===== src/rtl/core/pcfwl_pkg.sv =====
// ----------------------------------------------------------------------------
// pcfwl_pkg
// Shared types and constants of the per-client fixed window limiter.
// ----------------------------------------------------------------------------
package pcfwl_pkg;

  // Field widths fixed by the interface
  localparam int unsigned ID_W       = 8;
  localparam int unsigned TS_W       = 32;
  localparam int unsigned WTICKS_W   = 32;
  localparam int unsigned MAXREQ_W   = 16;
  localparam int unsigned COUNT_W    = 17;
  localparam int unsigned CFG_IDX_W  = 4;
  localparam int unsigned CFG_DATA_W = 32;

  // Saturation point of the per-window count
  localparam logic [COUNT_W-1:0] COUNT_SAT = 17'h10000;

  // Register reset values
  localparam logic [WTICKS_W-1:0] WTICKS_RST = 32'd1000;
  localparam logic [MAXREQ_W-1:0] MAXREQ_RST = 16'd10;

  // Register map
  localparam logic [CFG_IDX_W-1:0] REG_WINDOW_TICKS = 4'd0;
  localparam logic [CFG_IDX_W-1:0] REG_MAX_REQUESTS = 4'd1;

  // Sequencer states
  typedef enum logic {
    ST_IDLE,
    ST_LOOKUP
  } state_e;

  // Table access controls
  typedef struct packed {
    logic rd_en;
    logic wr_en;
  } tbl_ctrl_t;

endpackage


===== src/rtl/core/pcfwl_update.sv =====
// ----------------------------------------------------------------------------
// pcfwl_update
// Window check and count update for one looked-up entry.
// ----------------------------------------------------------------------------
module pcfwl_update #(
  parameter int unsigned TIME_BITS = 32
) (
  input  logic                              entry_valid_i,
  input  logic [TIME_BITS-1:0]              start_i,
  input  logic [pcfwl_pkg::COUNT_W-1:0]     count_i,
  input  logic [TIME_BITS-1:0]              now_i,
  input  logic [pcfwl_pkg::WTICKS_W-1:0]    window_ticks_i,
  input  logic [pcfwl_pkg::MAXREQ_W-1:0]    max_requests_i,
  output logic [TIME_BITS-1:0]              new_start_o,
  output logic [pcfwl_pkg::COUNT_W-1:0]     new_count_o,
  output logic                              allowed_o
);

  localparam int unsigned CMP_W =
    (TIME_BITS > pcfwl_pkg::WTICKS_W) ? TIME_BITS : pcfwl_pkg::WTICKS_W;

  logic [TIME_BITS-1:0]          base_start;
  logic [pcfwl_pkg::COUNT_W-1:0] base_count;
  logic [TIME_BITS-1:0]          elapsed;
  logic                          restart;
  logic [pcfwl_pkg::COUNT_W-1:0] cur_count;

  // A fresh entry opens at now with a zero count
  assign base_start = entry_valid_i ? start_i : now_i;
  assign base_count = entry_valid_i ? count_i : '0;

  // Modular elapsed time against the window length
  assign elapsed = now_i - base_start;
  assign restart = CMP_W'(elapsed) >= CMP_W'(window_ticks_i);

  assign cur_count   = restart ? '0 : base_count;
  assign new_start_o = restart ? now_i : base_start;

  // Saturating increment
  assign new_count_o = (cur_count == pcfwl_pkg::COUNT_SAT) ? cur_count
                                                            : cur_count + 1'b1;

  assign allowed_o = new_count_o <= {1'b0, max_requests_i};

endmodule


===== config.mk =====
export PLATFORM = sky130hd
export DESIGN_NAME = pcfwl_update
export DESIGN_NICKNAME = d
export VERILOG_FILES = /design/src/rtl/core/pcfwl_pkg.sv /design/src/rtl/core/pcfwl_update.sv
export SDC_FILE = /design/constraint.sdc
export NUM_CORES = 1
export LEC_CHECK = 0
export BUFFER_PORTS_ARGS = -buffer_cell sky130_fd_sc_hd__buf_2
export CAP_MARGIN = 40
export CORE_MARGIN = 2
export CORE_UTILIZATION = 50
export DETAILED_ROUTE_END_ITERATION = 16
export PLACE_DENSITY = 0.88
export SYNTH_ARGS = -nofsm -noshare
export SYNTH_HDL_FRONTEND = slang
export SYNTH_SLANG_ARGS = --single-unit

===== constraint.sdc =====
create_clock -name vclk -period 10.2
set_input_delay 0.51 -clock vclk [all_inputs]
set_output_delay 0.51 -clock vclk [all_outputs]
set_load 0.005 [all_outputs]

==> flow_summary_export.csv, run 1 <==
group,metric,value,unit
outcome,outcome,"finished clean",
global_route,groute.usage.overall,25.9,%
layout,instances_no_fill,821,
global_route,met1_usage,30.6,%
route,wl,11500,microns
critical_path,worst_path_most_repeated_cell,"ha_1",
layout,drive_above_1_share,27.4,%
layout,seq_cell_count,0,
floorplan,core_area,0.00733,sq mm
floorplan,num_rows,31,
logic_synthesis,synth_area_leaders,"ha_1 27%, mux2i_1 8.1%, o21ai_0 6.9%",
logic_synthesis,avgSynthCellArea,6.92,sq um
global_route,overflow,0,
sta,rsz0062_at_grt,"false",
global_route,grt.met2_usage,51.5,%
floorplan,die_y,91.7,microns
route,route.detailed.wl_per_inst,14.0,microns
layout,fin_area,0.00482,sq mm
route,drt_pass1_iterations,5,
sta,hold_violations,0,
floorplan,dieArea,0.00840,sq mm
logic_synthesis,yosys.area.top_type,"ha_1",
sta,fin_crit,8.54,ns
critical_path,max_stage_delay,0.43,ns
pwr,p_per_area,87.0,mW/mm^2
global_route,busiest_layer,"met2",
place,dpl_cell_area,0.00482,sq mm
sta,drv_slew,0,
critical_path,slowest_stage,"or3_1",
global_route,grt_pass1_wl,18700,microns
layout,fin_nets,937,
floorplan,start_util,52.4,%
critical_path,criticalPathCategory,"in -> out",
critical_path,critPathTopFamily,"compound AO/OA/AOI/OAI gates",
sta,fin_tns_setup,0,ns
logic_synthesis,ys_seq_area_share,0,%
place,placed_cells,821,
cts,hold_buffers,0,
sta,final-setup-viol-count,0,
logic_synthesis,syn_nets,768,
logic_synthesis,yosysWarnings,0,
cts,ctsResizeCount,0,
critical_path,start_kind,"primary input",
floorplan,ios,180,
hold_path,hold_class,"in -> out",
sta,worstMarginPinSlew,0.572,ns
global_route,use_met3,1.48,%
critical_path,worstPathMaxFanout,17,
sta,fmax,117,MHz
layout,seqCellArea,0,sq um
route,num_vias,4598,
place,place_hpwl,10100,microns
logic_synthesis,synth_area,0.00384,sq mm
layout,antenna_cells,0,
place,port_buffers,180,
logic_synthesis,netlist_instances,555,
pwr,p_leak,2.70,nW
route,drc,0,
logic_synthesis,synth_top_area_share,26.7,%
critical_path,worst_setup_path_end_kind,"output port",
route,first_iter_violations,173,
pwr,ir_worst_vdd,0.0523,mV
route,viasPerCell,5.60,
sta,post-route-period-util,83.8,%
run,cap_violations,0,
critical_path,required,9.69,ns
place,finalWeightedCongestion,0.968,
critical_path,cp.arrival,8.03,ns
global_route,grt_max_degree,69,
logic_synthesis,synth.distinct_cells,54,
layout,area_growth,25.5,%
critical_path,critPathBufInv,3,
global_route,grt_pass1_vias,4267,
sta,slew_headroom,61.5,%
cts,post_cts_buffers,0,
layout,nClkBuffers,0,
floorplan,die_x,91.7,microns
route,ant_nets,0,
global_route,antenna_found_initial,0,
## Yosys cell counts, types with 2 or more instances
library cell and count:
o21bai_1 5, ha_1 82, nand2b_1 2, o21ai_1 4, a31oi_1 3, o311ai_2 2, mux2_2 2, nor2b_1 8
nand2_1 55, xor2_1 19, o21a_1 7, clkbuf_1 5, nor2_1 32, nor4_1 6, a21oi_1 43, nand4_1 16
buf_2 6, a21o_1 21, a211oi_1 4, o211ai_1 3, mux2i_1 31, and3_1 4, o21ai_0 53, nor3_1 6
xnor2_1 26, and2_1 3, nand3_1 11, buf_1 3, nor2_2 2, inv_1 66, and4_1 2
## through the flow
step / power [mW] / hold WS (ns) / setup slack, ns / util [%]
floorplan: 0.282 / 1.12 / 2.15 / -
global placement: 0.403 / 1.32 / 1.92 / 65.8
detailed placement: 0.417 / 1.33 / 1.67 / 65.8
CTS: 0.420 / 1.33 / 1.65 / 65.8
global route: 0.472 / 1.36 / 1.06 / 65.8
finish: 0.420 / 1.33 / 1.66 / 65.8
## path summary, 6_finish.rpt
check  slack, ns               to     startpoint  cells past startpoint
max         1.66        allowed_o  entry_valid_i                     39
min         1.33  new_start_o[26]      now_i[26]                      4
## layer usage
| layer | up-vias | share of wire (%) |
|---|---|---|
| met2 | 212 | 51 |
| met4 | 0 | 1.4 |
| li1 | 2316 | - |
| met1 | 2055 | 41 |
| met5 | - | 0 |
| met3 | 15 | 6.7 |
## cells in the final DEF (no fill, tap or decap), types with 5 or more instances in the layout
cell	netlist	routed
xnor2_1	26	26
nor3_1	6	6
o21bai_1	5	5
a21oi_1	43	43
nand4_1	16	16
a21o_1	21	21
nand3_1	11	11
nor2b_1	8	8
o21ai_0	53	53
inv_1	66	66
mux2i_1	31	31
o21a_1	7	7
ha_1	82	82
buf_2	6	180
nor4_1	6	6
nand2_1	55	55
nor2_1	32	32
xor2_1	19	19
## power by group
group          internal, mW  switching, mW
Sequential                0              0
Clock                     0              0
Combinational         0.191          0.229
Total                 0.191          0.229
## layout make-up
| class | instances | area (sq um) |
|---|---|---|
| multi-input combinational | 473 | 3530 |
| fill | 657 | 2510 |
| timing repair buffer | 182 | 916 |
| inverter | 67 | 251 |
| tap | 99 | 124 |
## kinds of logic (layout without fill, tap and decap cells)
kind of cell               Yosys count  in the layout  share of synthesized area (%)
AOI/OAI and AO/OA                  158            158                           26.1
and+or+nand+nor                    153            153                           19.1
adders and majority gates           83             83                           27.2
buffers and inverters               82            249                           8.40
xor gates and xnor gates            45             45                           10.3
muxes                               34             34                           8.95
Note: power is estimated with default switching activity, not from simulation.
==> run 2: changes to the inputs <==
==> constraint.sdc (replaced) <==
create_clock -name vclk -period 8.7
set_input_delay 0.435 -clock vclk [all_inputs]
set_output_delay 0.435 -clock vclk [all_outputs]
set_load 0.005 [all_outputs]
==> run 2 against run 1 <==
  * Core utilization rose by 0.24 points
  * Sequential share of layout area did not move
  * Clock-buffer cell count stayed put
  * Hold slack lost 0.15 ns
  * Global-route usage shrank 0.38 points
  * First-iteration DRC count fell by 16%
  * Cell count stayed put
  * Worst setup slack lost 1.0 ns
==> flow_summary_export.csv, run 2 (synthesis results as in run 1) <==
group,metric,value,unit
route,route.detailed.wl_per_inst,13.9,microns
layout,seq_cell_count,0,
route,drc,0,
sta,fmax,124,MHz
layout,area_growth,26.0,%
global_route,overflow,0,
sta,worstMarginPinSlew,0.602,ns
global_route,groute.usage.overall,25.5,%
layout,antenna_cells,0,
floorplan,die_y,91.7,microns
route,ant_nets,0,
sta,hold_violations,0,
critical_path,cp.arrival,7.63,ns
cts,hold_buffers,0,
floorplan,start_util,52.4,%
critical_path,worst_setup_path_end_kind,"output port",
layout,seqCellArea,0,sq um
critical_path,max_stage_delay,0.43,ns
floorplan,dieArea,0.00840,sq mm
sta,hold_slack,1.17,ns
layout,drive_above_1_share,27.7,%
sta,drv_slew,0,
route,viasPerCell,5.51,
layout,final_common_cell,"buf_2",
outcome,outcome,"finished clean",
critical_path,required,8.27,ns
run,cap_violations,0,
layout,fin_nets,937,
floorplan,ios,180,
sta,slew_headroom,59.5,%
critical_path,criticalPathCategory,"in -> out",
place,place_hpwl,9890,microns
route,num_vias,4524,
floorplan,die_x,91.7,microns
sta,final-setup-viol-count,0,
pwr,p_leak,2.71,nW
layout,nClkBuffers,0,
cts,post_cts_buffers,0,
global_route,grt_pass1_vias,4178,
critical_path,slowest_stage,"fa_1",
layout,layout_common_cells,"179 x buf_2, 82 x ha_1, 66 x inv_1, 55 x nand2_1, 52 x o21ai_0",
route,drt_pass1_iterations,4,
cts,ctsResizeCount,0,
global_route,grt_pass1_wl,18400,microns
route,first_iter_violations,146,
sta,fin_tns_setup,0,ns
global_route,grt_max_degree,69,
place,finalWeightedCongestion,0.912,
sta,fin_crit,8.06,ns
pwr,p_per_area,102,mW/mm^2
floorplan,core_area,0.00733,sq mm
critical_path,start_kind,"primary input",
sta,post-route-period-util,92.7,%
hold_path,hold_class,"in -> out",
place,port_buffers,180,
floorplan,num_rows,31,
critical_path,worst_path_most_repeated_cell,"ha_1",
global_route,antenna_found_initial,0,
pwr,ir_worst_vdd,0.0604,mV
critical_path,worstPathMaxFanout,17,
pwr,total_power,0.492,mW
route,wl,11400,microns
==> run 2: per-stage QoR <==
stage | instance area [sq um] | setup slack, ns | util, % | std cells
after floorplan | 3840 | 0.799 | - | 555
after global placement | 4820 | 0.558 | 65.8 | 821
after detailed placement | 4820 | 0.280 | 65.8 | 821
after CTS | 4820 | 0.241 | 65.8 | 821
after global routing | 4840 | -0.00754 | 66.0 | 821
final | 4840 | 0.639 | 66.0 | 821
==> run 2: layout make-up <==
| class | count | area [sq um] |
|---|---|---|
| fill | 644 | 2490 |
| tap | 99 | 124 |
| timing repair buffer | 182 | 922 |
| inverter | 67 | 251 |
| multi-input combinational | 473 | 3540 |
==> run 2: per-layer routing <==
metal	share of wire (%)	wire length (microns)	vias up	global-route usage (%)
li1	-	-	2322	-
met1	43	4890	2009	31.3
met2	50	5670	187	49.7
met3	7.0	798	6	1.97
met4	0.56	64	0	2.27
met5	0	0	-	0
==> run 2: worst paths after layout <==
path,startpoint,to,slack (ns),cells past startpoint
setup / recovery,entry_valid_i,allowed_o,0.64,39
hold / removal,now_i[5],new_start_o[5],1.17,4
==> run 2: report_power, final <==
group | switching [mW] | internal (mW)
Sequential | 0 | 0
Clock | 0 | 0
Combinational | 0.269 | 0.223
Total | 0.269 | 0.223
==> run 2: worst max-delay path, delay by kind of cell <==
family / cells / cell delay [ns]
and+or+nand+nor: 12 / 2.02
muxes: 1 / 0.38
buffers and inverters: 3 / 0.45
xor gates and xnor gates: 1 / 0.16
AOI/OAI and AO/OA: 17 / 2.80
adders and majority gates: 5 / 1.36
